===== src/sv/ffc_pkg.sv =====
package ffc_pkg;
	localparam logic [2:0] CMD_F32_F16  = 3'd0;
	localparam logic [2:0] CMD_F16_F32  = 3'd1;
	localparam logic [2:0] CMD_F32_BF16 = 3'd2;
	localparam logic [2:0] CMD_F32_E4M3 = 3'd3;
	localparam logic [2:0] CMD_E4M3_F32 = 3'd4;

	typedef struct packed {
		logic        vld;
		logic [2:0]  cmd;
		logic [31:0] op;
		logic        is_nan;
		logic        is_inf;
		logic        is_zero;
		logic signed [9:0] ee;
		logic [5:0]  sh;
		logic [4:0]  msb;
	} s1_t;

	typedef struct packed {
		logic        vld;
		logic [2:0]  cmd;
		logic [31:0] op;
		logic        is_nan;
		logic        is_inf;
		logic        is_zero;
		logic signed [9:0] ee;
		logic [24:0] t;
		logic        rup;
	} s2_t;
endpackage


===== src/sv/float_format_converter_top.sv =====
// done rises after a request's valid bit passes through s1_s1, s2_s2 and vld_s3.
// Throughput: one request per cycle; busy is always low.
// The pipeline is fully stateless apart from valid bits.
// arst_n clears all valid bits asynchronously; no request is in flight after reset.
// The receiver cannot stall; each result appears for exactly one cycle.
module float_format_converter_top import ffc_pkg::*; (
	input  logic        clk,
	input  logic        arst_n,
	input  logic        start,
	output logic        busy,
	input  logic [2:0]  cmd,
	input  logic [31:0] operand_bits,
	output logic        done,
	output logic [31:0] result_bits
);
	s1_t s1_s1;
	s2_t s2_s2;
	logic        vld_s3;
	logic [31:0] res_s3;
	s1_t n1;
	s2_t n2;
	logic [31:0] n3;
	logic [31:0] rem_mask, half, rem;
	logic [23:0] mant;

	assign busy = 1'b0;

	// Stage 1: classify, compute the rounding shift and find the leading one.
	always_comb begin
		n1 = '0;
		n1.vld = start;
		n1.cmd = cmd;
		n1.op = operand_bits;
		n1.is_nan = (operand_bits[30:23] == 8'hFF) && (operand_bits[22:0] != '0);
		n1.is_inf = (operand_bits[30:23] == 8'hFF) && (operand_bits[22:0] == '0);
		n1.is_zero = (operand_bits[30:0] == '0);
		n1.msb = '0;
		if (cmd == CMD_F32_F16) begin
			n1.ee = $signed({2'b00, operand_bits[30:23]}) - 10'sd112;
			if (n1.ee > 0) n1.sh = 6'd13;
			else if (n1.ee < -10'sd10) n1.sh = 6'd32;
			else n1.sh = 6'(10'sd14 - n1.ee);
		end else if (cmd == CMD_F32_E4M3) begin
			n1.ee = $signed({2'b00, operand_bits[30:23]}) - 10'sd120;
			if (n1.ee > 0) n1.sh = 6'd20;
			else if (n1.ee < -10'sd3) n1.sh = 6'd32;
			else n1.sh = 6'(10'sd21 - n1.ee);
		end else if (cmd == CMD_E4M3_F32) begin
			n1.ee = '0;
			n1.sh = '0;
			for (int i = 0; i < 3; i++)
				if (operand_bits[i]) n1.msb = 5'(i);
		end else begin
			n1.ee = '0;
			n1.sh = '0;
			for (int i = 0; i < 10; i++)
				if (operand_bits[i]) n1.msb = 5'(i);
		end
	end

	// Stage 2: shift and decide rounding, or pass on the leading-one position.
	always_comb begin
		n2 = '0;
		n2.vld = s1_s1.vld;
		n2.cmd = s1_s1.cmd;
		n2.op = s1_s1.op;
		n2.is_nan = s1_s1.is_nan;
		n2.is_inf = s1_s1.is_inf;
		n2.is_zero = s1_s1.is_zero;
		n2.ee = s1_s1.ee;
		mant = (s1_s1.ee > 0) ? {1'b0, s1_s1.op[22:0]} : {1'b1, s1_s1.op[22:0]};
		rem_mask = '0;
		half = '0;
		rem = '0;
		if (s1_s1.cmd == CMD_F32_F16 || s1_s1.cmd == CMD_F32_E4M3) begin
			if (s1_s1.sh >= 6'd32) begin
				n2.t = '0;
			end else begin
				n2.t = 25'({8'd0, mant} >> s1_s1.sh);
				rem_mask = (32'd1 << s1_s1.sh) - 32'd1;
				half = 32'd1 << (s1_s1.sh - 6'd1);
				rem = {8'd0, mant} & rem_mask;
				n2.rup = (rem > half) || ((rem == half) && n2.t[0]);
			end
		end else begin
			n2.t = 25'(s1_s1.msb);
		end
	end

	// Stage 3: assemble the result.
	always_comb begin
		logic [15:0] hs;
		logic [7:0]  es;
		logic [24:0] m;
		logic signed [9:0] e;
		logic [9:0]  pl;
		logic [4:0]  p;
		logic [31:0] b;
		hs = {s2_s2.op[31], 15'd0};
		es = {s2_s2.op[31], 7'd0};
		m = s2_s2.t + 25'(s2_s2.rup);
		e = s2_s2.ee;
		p = s2_s2.t[4:0];
		b = s2_s2.op;
		pl = '0;
		n3 = '0;
		case (s2_s2.cmd)
			CMD_F32_F16: begin
				if (s2_s2.is_nan) begin
					pl = s2_s2.op[22:13];
					if (pl == '0) pl = 10'd1;
					n3 = {16'd0, hs | 16'h7C00 | {6'd0, pl}};
				end else if (s2_s2.is_inf || e >= 10'sd31) n3 = {16'd0, hs | 16'h7C00};
				else if (e <= 0) begin
					if (e < -10'sd10) n3 = {16'd0, hs};
					else n3 = {16'd0, hs | 16'(m)};
				end else if (m >= 25'h400) begin
					if (e + 10'sd1 >= 10'sd31) n3 = {16'd0, hs | 16'h7C00};
					else n3 = {16'd0, hs | {1'b0, 5'(e + 10'sd1), 10'd0}};
				end else n3 = {16'd0, hs | {1'b0, 5'(e), m[9:0]}};
			end
			CMD_F16_F32: begin
				if (b[14:10] == 5'd0) begin
					if (b[9:0] == '0) n3 = {b[15], 31'd0};
					else n3 = {b[15], 8'(8'd103 + {3'd0, p}),
						23'({13'd0, b[9:0] ^ (10'd1 << p)} << (5'd23 - p))};
				end else if (b[14:10] == 5'h1F) n3 = {b[15], 8'hFF, b[9:0], 13'd0};
				else n3 = {b[15], 8'({3'd0, b[14:10]} + 8'd112), b[9:0], 13'd0};
			end
			CMD_F32_BF16: begin
				if (b[30:23] == 8'hFF) begin
					if (b[22:0] != '0) b[16] = 1'b1;
					n3 = {b[31:16], 16'd0};
				end else begin
					b = b + 32'h7FFF + {31'd0, b[16]};
					n3 = {b[31:16], 16'd0};
				end
			end
			CMD_F32_E4M3: begin
				if (s2_s2.is_nan) n3 = {24'd0, es | 8'h7F};
				else if (s2_s2.is_inf) n3 = {24'd0, es | 8'h7E};
				else if (s2_s2.is_zero) n3 = {24'd0, es};
				else if (e >= 10'sd16) n3 = {24'd0, es | 8'h7E};
				else if (e <= 0) begin
					if (e < -10'sd3) n3 = {24'd0, es};
					else n3 = {24'd0, es | 8'(m)};
				end else begin
					if (m >= 25'd8) begin
						m = '0;
						e = e + 10'sd1;
					end
					if (e >= 10'sd16 || (e == 10'sd15 && m == 25'd7))
						n3 = {24'd0, es | 8'h7E};
					else n3 = {24'd0, es | {1'b0, 4'(e), m[2:0]}};
				end
			end
			CMD_E4M3_F32: begin
				if (b[6:3] == 4'd0) begin
					if (b[2:0] == '0) n3 = {b[7], 31'd0};
					else n3 = {b[7], 8'(8'd118 + {3'd0, p}),
						23'({20'd0, b[2:0] ^ 3'(3'd1 << p)} << (5'd23 - p))};
				end else if (b[6:0] == 7'h7F) n3 = {b[7], 31'h7FC00000};
				else n3 = {b[7], 8'({4'd0, b[6:3]} + 8'd120), b[2:0], 20'd0};
			end
			default: n3 = '0;
		endcase
	end

	always_ff @(posedge clk or negedge arst_n) begin
		if (!arst_n) begin
			s1_s1 <= '0;
			s2_s2 <= '0;
			vld_s3 <= 1'b0;
			done <= 1'b0;
		end else begin
			s1_s1 <= n1;
			s2_s2 <= n2;
			vld_s3 <= s2_s2.vld;
			done <= vld_s3;
		end
	end

	always_ff @(posedge clk) begin
		res_s3 <= n3;
		result_bits <= res_s3;
	end
endmodule

===== config.mk =====
export PLATFORM = sky130hd
export DESIGN_NAME = float_format_converter_top
export DESIGN_NICKNAME = d
export VERILOG_FILES = /design/src/sv/ffc_pkg.sv /design/src/sv/float_format_converter_top.sv
export SDC_FILE = /design/constraint.sdc
export NUM_CORES = 1
export LEC_CHECK = 0
export ABC_CLOCK_PERIOD_IN_PS = 9000
export BUFFER_PORTS_ARGS = -buffer_cell sky130_fd_sc_hd__buf_2
export CAP_MARGIN = 20
export CORE_ASPECT_RATIO = 0.75
export CORE_MARGIN = 8
export CORE_UTILIZATION = 45
export DETAILED_ROUTE_END_ITERATION = 8
export SLEW_MARGIN = 20
export SYNTH_ARGS = -nofsm -noshare
export SYNTH_HDL_FRONTEND = slang
export SYNTH_SLANG_ARGS = --single-unit

===== constraint.sdc =====
create_clock -name clk -period 9 [get_ports clk]
set_clock_uncertainty 0.2 [all_clocks]
set_input_delay 0.9 -clock clk [delete_from_list [all_inputs] [get_ports clk]]
set_output_delay 0.9 -clock clk [all_outputs]
set_load 0.05 [all_outputs]

### Word level (Yosys, flattened, before mapping)

Cells that the tools add are included.

* register bits: 201
* input port bits: 38

* shift operators: 7
* order comparisons: 16
* add/subtract/negate cells: 15
* equal/unequal tests: 14
* reduce and logical (&&, ||, !) cells: 20
* multiplexer cells: 62
* bitwise gates (word level): 9

Operators with widths (number)
* $mux 32: 10
* $mux 25: 9
* $mux 31: 6
* $pmux 32 s5: 1
* $mux 10: 10
* $mux 16: 4
* $shl 1x6->32 const A: 2
* $mux 5: 11
* $reduce_bool 23->1: 2
* $ge 10x6->1 const B: 4
* $add 32x1->32: 1
* $add 32x15->32 const B: 1
* $and 24x32->32: 1
* $eq 32x32->1: 1
* $gt 32x32->1: 1
* $or 16x15->16: 2
* $sub 32x1->32 const B: 1
* $logic_not 31->1: 1
* $add 25x1->25: 1
* $eq 25x3->1 const B: 1
* $ge 25x11->1 const B: 1
* $ge 25x4->1 const B: 1
* $shr 24x6->25: 1
* $mux 24: 1
* 44 further kinds: 69

### Logic depth before layout (Yosys ltp)

Gate-level depths: netlist of run 1.

* word-level depth: 19
* gate-level depth with buffers: 22
* gate-level depth less buffers: 18

### Least setup slack after synthesis of run 1

No wires, ideal clock.

* kind: flip-flop to flip-flop
* start: reg s1_s1[5] in the netlist's numbering
* end: reg s2_s2[0] in the netlist's numbering
* clock period less this slack: 4.867 ns
* setup slack: 4.133 ns
* data required time: 8.680 ns
* arrival: 4.548 ns
* setup time: 0.120 ns
* cell stages (with the launch flop): 23
* path through: dfrtp_1 buf_2 or2_2 clkbuf_1 inv_1 ha_1 clkbuf_1 clkbuf_1 nand2_1 ha_1 o21ai_2 a21o_1 nor2b_1 mux2_2 a22oi_1 nor2b_1 ha_1 nand4_1 nor2_1 nand2_1 or3_1 or4_1 and3_1

RTL lines
* start: declaration: RTL line float_format_converter_top.sv:16 `s1_t s1_s1;`
* start signal: assignment: RTL line float_format_converter_top.sv:176 `s1_s1 <= n1;`
* end signal: assignment: RTL line float_format_converter_top.sv:177 `s2_s2 <= n2;`
* end: declaration: RTL line float_format_converter_top.sv:17 `s2_t s2_s2;`

==> results.toml, run 1 <==
[outcome]
status = "finished clean"

[setup_path]
cp-startpoint = "s1_s1[6]"
rr_startpoint = "s1_s1[6]"
critPathLaunchType = "flip-flop"
worstSetupPathType = "reg -> reg"
endpoint = "s2_s2[0]"
end_kind = "flip-flop"
r2r_cells = 18
r2r_slack_ps = 3440
critPathRequiredTime_ps = 9130
timing.rr.end = "s2_s2[0]"
arrival_ps = 5700
critPathMaxFanout = 52

[timing]
tns_ps = 0
setup_violations = 0
fmax_ghz = 0.1798
period_needed_ps = 5562
hold_ws_ps = 128.1
worstMarginPinSlew_ps = 1046
maxSlewHeadroom_pct = 29.73
drv_slew = 0
rsz0062_at_grt = "false"
hold_viol = 0
finalCritPeriodShare_pct = 61.80

[yosys]
yosys-mux-area-fraction_pct = 5.548
synth_area_um2 = 12020
synthTopCellsByArea = "dfrtp_1, dfxtp_1, ha_1"
ys_warn_count = 0
synthArstFlopShare_pct = 67.51
ys_ff_latch = 197
ys.flop_type = "dfrtp_1"
synth_compound_area_share_pct = 19.89
synth_xor_area_share_pct = 4.299
yosysSeqAreaShare_pct = 38.35
synthCells = 1390
synth_cell_type_count = 87
syn-num-nets = 1484
synth_fa_ha_area_share_pct = 5.912
synth_top_family_by_area = "simple AND/OR/NAND/NOR gates"
synth_simple_gate_area_share_pct = 21.88
synth-edff-count = 0
synth_top_area_share_pct = 27.69
yosys.area.top_type = "dfrtp_1"
post_synth.cell_area_avg_um2 = 8.648

[pwr]
power.density_nw_per_um2 = 181.5
p_comb_share_pct = 26.7
p_clk_share_pct = 31.7
leakagePower_nw = 5.442
p_sw_w = 0.0008438
p_sw_share_pct = 35.27
vdd_drop_max_mv = 0.1698
p_int_w = 0.001548
p_seq_share_pct = 41.6

[clock_tree]
post_cts_buffers = 0
numCtsBuffers = 17
clockBufferDepth = 2
cts_root_buffer = "clkbuf_16"
cts_tree = "built"
cts.sinks = 197
path_clk_slew_ps = 80
cts_repair_resize_count = 0
cts_max_level = 4
cts_hold_buf = 0
clk_latency_ps = 440

[finish]
layout_commonest_cell = "nand2_1"
final_cell_mix = "nand2_1, nor2_1, dfrtp_1"
finalNonFillerCells = 1769
layout.nets = 1504
final_layout_size_suffix_gt1_share_pct = 10.75
area_growth_pct = 9.639
utilization_pct = 50.50
fillCellCount = 2427

[grt]
globalRouteOverflowTotal = 0
grt_pass1_vias = 10146
grt_pass1_wl_mm = 62.20
antenna_found_initial = 1
gr-usage-all-layers_pct = 24.92
grt_max_degree = 83

[floorplanning]
core_um2 = 26100
row_count = 51
start_util_pct = 46.06
io_pins = 72
die_w_um = 204.7
die_y_um = 157.5
die_area_um2 = 32250

[detailed_routing]
wirelength_mm = 40.36
ant_nets = 0
initialDrtViolationCount = 1409
avgRoutedWirePerCell_um = 22.82
viasPerCell = 6.288
first_pass_iters = 8
drc = 0
vias = 11123

[worst_hold_path]
hold_class = "reg -> reg"

[place]
hpwlAfterDp_mm = 30.88
dp_cells = 1734
io_buffers = 70
gp_congestion = 1.007

[run]
maxCapViolations = 0
per-stage QoR:
stage          cell area, um^2  setup slack [ps]  total power [W]
6_report                 13180              3438         0.002392
3_3_place_gp             12560              3588         0.001631
3_5_place_dp             12560              3576         0.001631
2_1_floorplan            12020              4133         0.001434
5_1_grt                  13170              3108         0.002508
4_1_cts                  13150              3552         0.002395
critical path, stage by stage (launching register included):
cell and delay [ps]:
dfrtp_1 320, buf_4 460, or2_2 300, inv_1 140, ha_1 520, a211oi_1 390, o21ai_2 170, a21o_1 260
nor2b_1 300, mux2_2 370, a22oi_1 180, nor2b_1 70, ha_1 270, nand4_1 110, nor2_1 210, nand2_1 90
or3_1 380, or4_1 490, and3_1 170
registers in the layout, summed over array words and instances (netlist names):
name,flops
done,1
s1_s1,10
n2,48
vld_s3,1
s2_s2,73
result_bits,32
res_s3,32
synth_stat cells (7+ instances only):
cell	count
nand2_1	142
dfrtp_1	133
nor2_1	133
a21oi_1	87
o21ai_0	86
dfxtp_1	64
ha_1	56
nand3_1	55
clkbuf_1	54
xnor2_1	43
nor3_1	40
inv_1	39
mux2i_1	34
nand4_1	23
and2_1	20
o22ai_1	20
a31oi_1	19
nor4_1	18
nor2b_1	17
or3_1	16
xor2_1	16
buf_2	14
a22oi_1	13
nand2b_1	12
o221ai_1	12
a211oi_1	11
a21o_1	11
and3_1	11
mux2_2	11
o21a_1	11
o31ai_1	11
buf_1	10
a221oi_1	9
mux4_2	9
o211ai_1	7
or2_2	7
metal layers:
| metal | share of wire, % | global-route usage [%] |
|---|---|---|
| met1 | 48 | 38.66 |
| met2 | 40 | 33.10 |
| met3 | 11 | 6.182 |
| met4 | 1.8 | 6.466 |
| met5 | 0 | 0 |
how the worst min path moves through the flow:
stage,startpoint,end,slack [ps],depth (start not counted)
after floorplan,res_s3[0],result_bits[0],110,0
after global placement,res_s3[15],result_bits[15],110,0
after detailed placement,res_s3[3],result_bits[3],110,0
after CTS,res_s3[5],result_bits[5],130,0
after global routing,res_s3[16],result_bits[16],130,0
final,res_s3[5],result_bits[5],130,0
layout make-up:
class | count | area (um^2) | share of cell area, %
timing repair buffer | 82 | 466.7 | 3.541
antenna | 2 | 5.005 | 0.03798
clock inverter | 13 | 157.7 | 1.196
inverter | 42 | 157.7 | 1.196
clock buffer | 19 | 432.9 | 3.285
sequential | 197 | 4609 | 34.98
multi-input combinational | 1070 | 6919 | 52.50
tap | 344 | 430.4 | 3.266
power by group through the flow:
stage / clock network, W / logic, W / registers (W)
final: 0.000758 / 0.000639 / 0.000995
after global routing: 0.000814 / 0.000692 / 0.00100
after CTS: 0.000779 / 0.000622 / 0.000993
after detailed placement: 0 / 0.000620 / 0.00101
after global placement: 0 / 0.000621 / 0.00101
after floorplan: 0 / 0.000417 / 0.00102
logic make-up (layout without fill, tap and decap cells):
| group | Yosys count | after routing |
|---|---|---|
| adder cells (fa/ha/maj) | 57 | 57 |
| multiplexers | 54 | 54 |
| buffers and inverters | 123 | 156 |
| XOR/XNOR | 59 | 59 |
| flip-flops | 197 | 197 |
| AND/OR/NAND/NOR | 532 | 532 |
| other | 1 | 3 |
| AO/OA/AOI/OAI | 367 | 367 |
Note: power is estimated with default switching activity, not from simulation.
==> inputs of run 2 (changes only) <==
- ABC_AREA: unset -> 1
- ABC_CLOCK_PERIOD_IN_PS: 9000 -> 5100
- clock period: 9 -> 5.1 ns (I/O delays scaled with it)
==> run 2 against run 1 <==
Against the previous run:
- synthesized area up 4.0%
- sequential cell count unchanged
- total power up 80%
- setup slack worse by 2800 ps
- maximum frequency up 24%
- final area up 7.1%
- non-clock buffer count up 28
- largest cell class unchanged
- global-route usage down 0.23 points
- via count up 11%
- worst hold slack worse by 100 ps
- largest power group unchanged
==> results.toml, run 2 <==
[outcome]
status = "finished clean"

[finish]
antenna_cells = 0
final_layout_size_suffix_gt1_share_pct = 9.288
largest_register = "s2_s2"
layout_commonest_cell = "nand2_1"
final_cell_mix = "nand2_1, inv_1, nor2_1"
largest_reg_flops = 73
layout.nets = 1976
area_growth_pct = 12.90

[detailed_routing]
wl_met3_mm = 3.784
wl_met1_mm = 20.48
vias = 12344
drc = 0
wirelength_mm = 41.38
met2_length_mm = 16.46
ant_nets = 0
initialDrtViolationCount = 1532
avgRoutedWirePerCell_um = 18.38
viasPerCell = 5.481
top_layer = "met4"
first_pass_iters = 5

[floorplanning]
die_y_um = 160.3
start_util_pct = 45.19
die_w_um = 208.4
io_pins = 72
core_um2 = 27650
row_count = 53
die_area_um2 = 33410

[clock_tree]
cts_max_level = 4
cts_tree = "built"
cts_repair_resize_count = 0
post_cts_buffers = 0
clockBufferDepth = 2
path_clk_slew_ps = 80
cts_root_buffer = "clkbuf_16"
clk_latency_ps = 440
cts.sinks = 197
numCtsBuffers = 17

[setup_path]
arrival_ps = 4610
endpoint = "s2_s2[0]"
end_kind = "flip-flop"
worstSetupPathType = "reg -> reg"
r2r_cells = 24
timing.rr.end = "s2_s2[0]"
rr_startpoint = "s1_s1[5]"
critPathLaunchType = "flip-flop"
critPathMaxFanout = 16
critPathRequiredTime_ps = 5230
r2r_slack_ps = 620
cp-startpoint = "s1_s1[5]"

[pwr]
p_comb_share_pct = 26.5
p_clk_share_pct = 33.2
finalPower_w = 0.004300
leakagePower_nw = 6.796
p_seq_share_pct = 40.3
p_sw_w = 0.001552
p_sw_share_pct = 36.09
vdd_drop_max_mv = 0.2565
power.density_nw_per_um2 = 304.8
p_int_w = 0.002748

[grt]
globalRouteOverflowTotal = 0
antenna_found_initial = 0
grt_pass1_wl_mm = 64.89
grt_pass1_vias = 11420
grt_max_degree = 91
gr-usage-all-layers_pct = 24.69

[yosys]
post_synth.cell_area_avg_um2 = 6.950
synthTopCellsByArea = "dfrtp_1, nand2_1, dfxtp_1"
synth-edff-count = 0
ys_ff_latch = 197
yosysMostFrequentCell = "nand2_1"
synth_commonest_cells = "nand2_1, inv_1, nor2_1"
ys.flop_type = "dfrtp_1"
yosysSeqAreaShare_pct = 36.88
synth_area_um2 = 12500
synthCells = 1798
synthArstFlopShare_pct = 67.51
ys_warn_count = 0
syn-num-nets = 1892
yosys.area.top_type = "dfrtp_1"
synth_top_area_share_pct = 26.63
synth_cell_type_count = 58

[timing]
fmax_ghz = 0.2230
setup_violations = 0
tns_ps = 0
hold_viol = 0
finalCritPeriodShare_pct = 87.93
worstMarginPinSlew_ps = 806.9
rsz0062_at_grt = "false"
period_needed_ps = 4485
maxSlewHeadroom_pct = 45.50
drv_slew = 0

[place]
io_buffers = 70
hpwlAfterDp_mm = 33.49
gp_congestion = 0.9833

[run]
maxCapViolations = 0

[worst_hold_path]
hold_class = "in -> reg"
run 2: cell types whose count changed after synthesis, sizes merged, moves of 21 or more:
cell | before | now
clkbuf | 55 | 34
nand3 | 56 | 88
inv | 41 | 233
o21ai | 92 | 171
xnor2 | 43 | 7
nand2 | 143 | 452
mux2i | 34 | 8
nor2 | 133 | 236
run 2: logic make-up after synthesis:
group                      Yosys count  share of synthesized area, %
AOI/OAI and AO/OA                  343                         15.49
xor gates and xnor gates            42                         3.004
adders and majority gates           56                         5.607
buffers and inverters              282                         8.600
DFF                                197                         36.88
muxes                                8                        0.6408
other                                1                       0.03001
and+or+nand+nor                    869                         29.75
run 2: worst min-delay path by stage:
stage | startpoint | end | slack, ps | cells past startpoint
2_1_floorplan | arst_n | done | 10 | 0
3_3_place_gp | res_s3[10] | result_bits[10] | 110 | 0
3_5_place_dp | res_s3[6] | result_bits[6] | 110 | 0
4_1_cts | operand_bits[17] | n2[56] | 5 | 1
5_1_grt | operand_bits[21] | n2[60] | 2 | 1
6_report | operand_bits[16] | n2[55] | 20 | 1
run 2: area by class of cell:
type,count,area [um^2]
repair buffers,110,709.4
multi-input cells,1319,6813
fillers,2732,13540
clock buffers,18,429.2
clock inverters,14,209.0
flip-flops and latches,197,4609
inverters,237,892.1
well taps,357,446.7
run 2: through the flow:
| stage | setup WS [ps] | util (%) | cells | instance area, um^2 | hold WS, ps |
|---|---|---|---|---|---|
| after floorplan | 1172 | - | 1798 | 12500 | 14.41 |
| after global placement | 897.2 | 47.93 | 2198 | 13250 | 111.1 |
| after detailed placement | 667.3 | 47.95 | 2199 | 13260 | 112.1 |
| after CTS | 660.6 | 50.95 | 2250 | 14090 | 4.774 |
| after global routing | 115.7 | 51.02 | 2252 | 14110 | 2.455 |
| final | 615.3 | 51.02 | 2252 | 14110 | 23.17 |
run 2: power groups by stage:
stage / registers [W] / logic (W) / clock network (W)
after floorplan: 0.00179 / 0.000735 / 0
after global placement: 0.00177 / 0.00111 / 0
after detailed placement: 0.00177 / 0.00110 / 0
after CTS: 0.00173 / 0.00112 / 0.00145
after global routing: 0.00175 / 0.00127 / 0.00151
final: 0.00173 / 0.00114 / 0.00143
run 2: what timing repair did:
item                                   in CTS  in global routing
setup endpoints to repair                   0                  0
hold buffers                               19                  2
endpoints found under the hold margin     107                  2
run 2: critical path: stages, from the launching register on:
cell and delay, ps:
dfrtp_1 620, nor2_1 220, ha_1 250, inv_1 190, nor2_1 140, nor2_2 210
inv_1 70, nor3_2 170, nand2_1 110, nor2_2 160, inv_1 80, nor2_2 120
inv_2 60, o21ai_0 130, a21oi_1 70, ha_1 290, nand2_1 50, inv_1 60
nand3_1 90, nor4_1 290, inv_1 70, nor3_1 300, nand3_1 160, o211ai_1 200
inv_1 50
run 2: routing by layer:
metal	GRT usage (%)	vias up
met4	5.924	0
met2	34.34	540
met1	37.16	5704
li1	-	6051
met5	0	-
met3	6.524	49
==> inputs of run 3 (changes only) <==
- CORE_ASPECT_RATIO: 0.75 -> unset
==> run 3 against run 2 <==
Against the previous run:
- clock power grew 5%
- combinational power about the same
- critical endpoint unchanged
- core utilization is 0.43 points higher
- register-to-register slack improved by 110 ps
- total power grew 1.8%
- maximum frequency grew 2.5%
- die area fell by 0.17%
- wire length decreased by 1.1%
==> results.toml, run 3 (synthesis results as in run 2) <==
[floorplanning]
row_count = 61
io_pins = 72
core_um2 = 27550
die_w_um = 182.6
die_y_um = 182.6
start_util_pct = 45.36
die_area_um2 = 33360

[finish]
largest_reg_flops = 73
area_growth_pct = 13.44
final_layout_size_suffix_gt1_share_pct = 9.293
utilization_pct = 51.45
layout.nets = 1975
antenna_cells = 0
layout_commonest_cell = "nand2_1"
largest_register = "s2_s2"
final_cell_mix = "nand2_1, inv_1, nor2_1"

[place]
io_buffers = 70
hpwlAfterDp_mm = 32.59
gp_congestion = 0.9370

[timing]
rsz0062_at_grt = "false"
fmax_ghz = 0.2286
drv_slew = 0
period_needed_ps = 4375
finalCritPeriodShare_pct = 85.78
setup_violations = 0
hold_viol = 0
maxSlewHeadroom_pct = 34.90
worstMarginPinSlew_ps = 969.0
tns_ps = 0

[setup_path]
critical_path_buf_inv_count = 8
critPathRequiredTime_ps = 5290
critPathMaxFanout = 22
crit_slowest_cell = "dfrtp_1"
path_delay_family = "simple AND/OR/NAND/NOR gates"
end_kind = "flip-flop"
arrival_ps = 4560
cpPeakStageDelay_ps = 440
critPathLaunchType = "flip-flop"
crit_top_cell = "nand2_1"
worstSetupPathType = "reg -> reg"

[grt]
met2_usage_pct = 38.66
grtUsageMet1_pct = 34.51
globalRouteOverflowTotal = 0
grt_max_degree = 103
antenna_found_initial = 0
use_met3_pct = 3.281
grt_pass1_wl_mm = 64.89
busiest_layer = "met2"
gr-usage-all-layers_pct = 24.64
grt_pass1_vias = 11862

[detailed_routing]
vias = 12385
viasPerCell = 5.451
initialDrtViolationCount = 1305
first_pass_iters = 6
ant_nets = 0
avgRoutedWirePerCell_um = 18.02
drc = 0
wirelength_mm = 40.95

[worst_hold_path]
hold_class = "in -> reg"

[clock_tree]
cts_repair_resize_count = 0
cts.sinks = 197
clk_latency_ps = 450
post_cts_buffers = 0
path_clk_slew_ps = 80
clockBufferDepth = 2
cts_root_buffer = "clkbuf_16"
numCtsBuffers = 17
cts_tree = "built"
cts_max_level = 4
cts_hold_buf = 21

[pwr]
power.density_nw_per_um2 = 308.7
vdd_drop_max_mv = 0.2073
leakagePower_nw = 6.814

[run]
maxCapViolations = 0

[outcome]
status = "finished clean"
==> run 3: cell type report <==
type	count	area (um^2)
Timing Repair Buffer	109	704.4
Sequential cell	197	4609
Clock buffer	17	425.4
Tap cell	378	473.0
Clock inverter	15	254.0
Inverter	237	892.1
Fill cell	2749	13380
Multi-Input combinational cell	1319	6818
==> run 3: final timing paths <==
| check | endpoint | cells past startpoint | startpoint | slack [ps] |
|---|---|---|---|---|
| setup reg to reg | s2_s2[0] | 28 | s1_s1[6] | 730 |
| min in group asynchronous | s2_s2[24] | 2 | arst_n | 500 |
| setup / recovery | s2_s2[0] | 28 | s1_s1[6] | 730 |
| hold / removal | n2[43] | 1 | operand_bits[4] | 10 |
| hold reg to reg | result_bits[5] | 0 | res_s3[5] | 130 |
| max in group asynchronous | s2_s2[45] | 3 | arst_n | 3130 |
==> run 3: stage by stage <==
stage | power, W | instance area [um^2] | worst slack, ps | cells | hold WS [ps]
3_5_place_dp | 0.002869 | 13270 | 855.0 | 2218 | 112.1
6_report | 0.004377 | 14180 | 725.4 | 2272 | 11.13
3_3_place_gp | 0.002864 | 13270 | 941.0 | 2218 | 110.1
2_1_floorplan | 0.002521 | 12500 | 1172 | 1798 | 14.41
5_1_grt | 0.004609 | 14180 | 278.3 | 2272 | 3.153
4_1_cts | 0.004384 | 14160 | 847.9 | 2271 | 1.058
==> run 3: metal layers <==
metal  share of wire (%)  vias to the layer above
li1                    -                     6038
met4                 2.5                        0
met3                 6.5                       82
met2                  45                      514
met1                  46                     5751
met5                   0                        -
==> run 3: worst reg2reg max path, delay by kind of cell (launching register included) <==
kind,cells,cell delay [ps]
compound gates,3,300
fa+ha+maj,1,300
buf+inv,8,1040
flops,1,440
simple gates,16,2040
==> run 3: report_power, final <==
part	switching [W]	total [W]	internal [W]
Combinational	0.000792	0.00114	0.000346
Sequential	0.0000881	0.00173	0.00165
Clock	0.000785	0.00150	0.000719
Total	0.00167	0.00438	0.00271
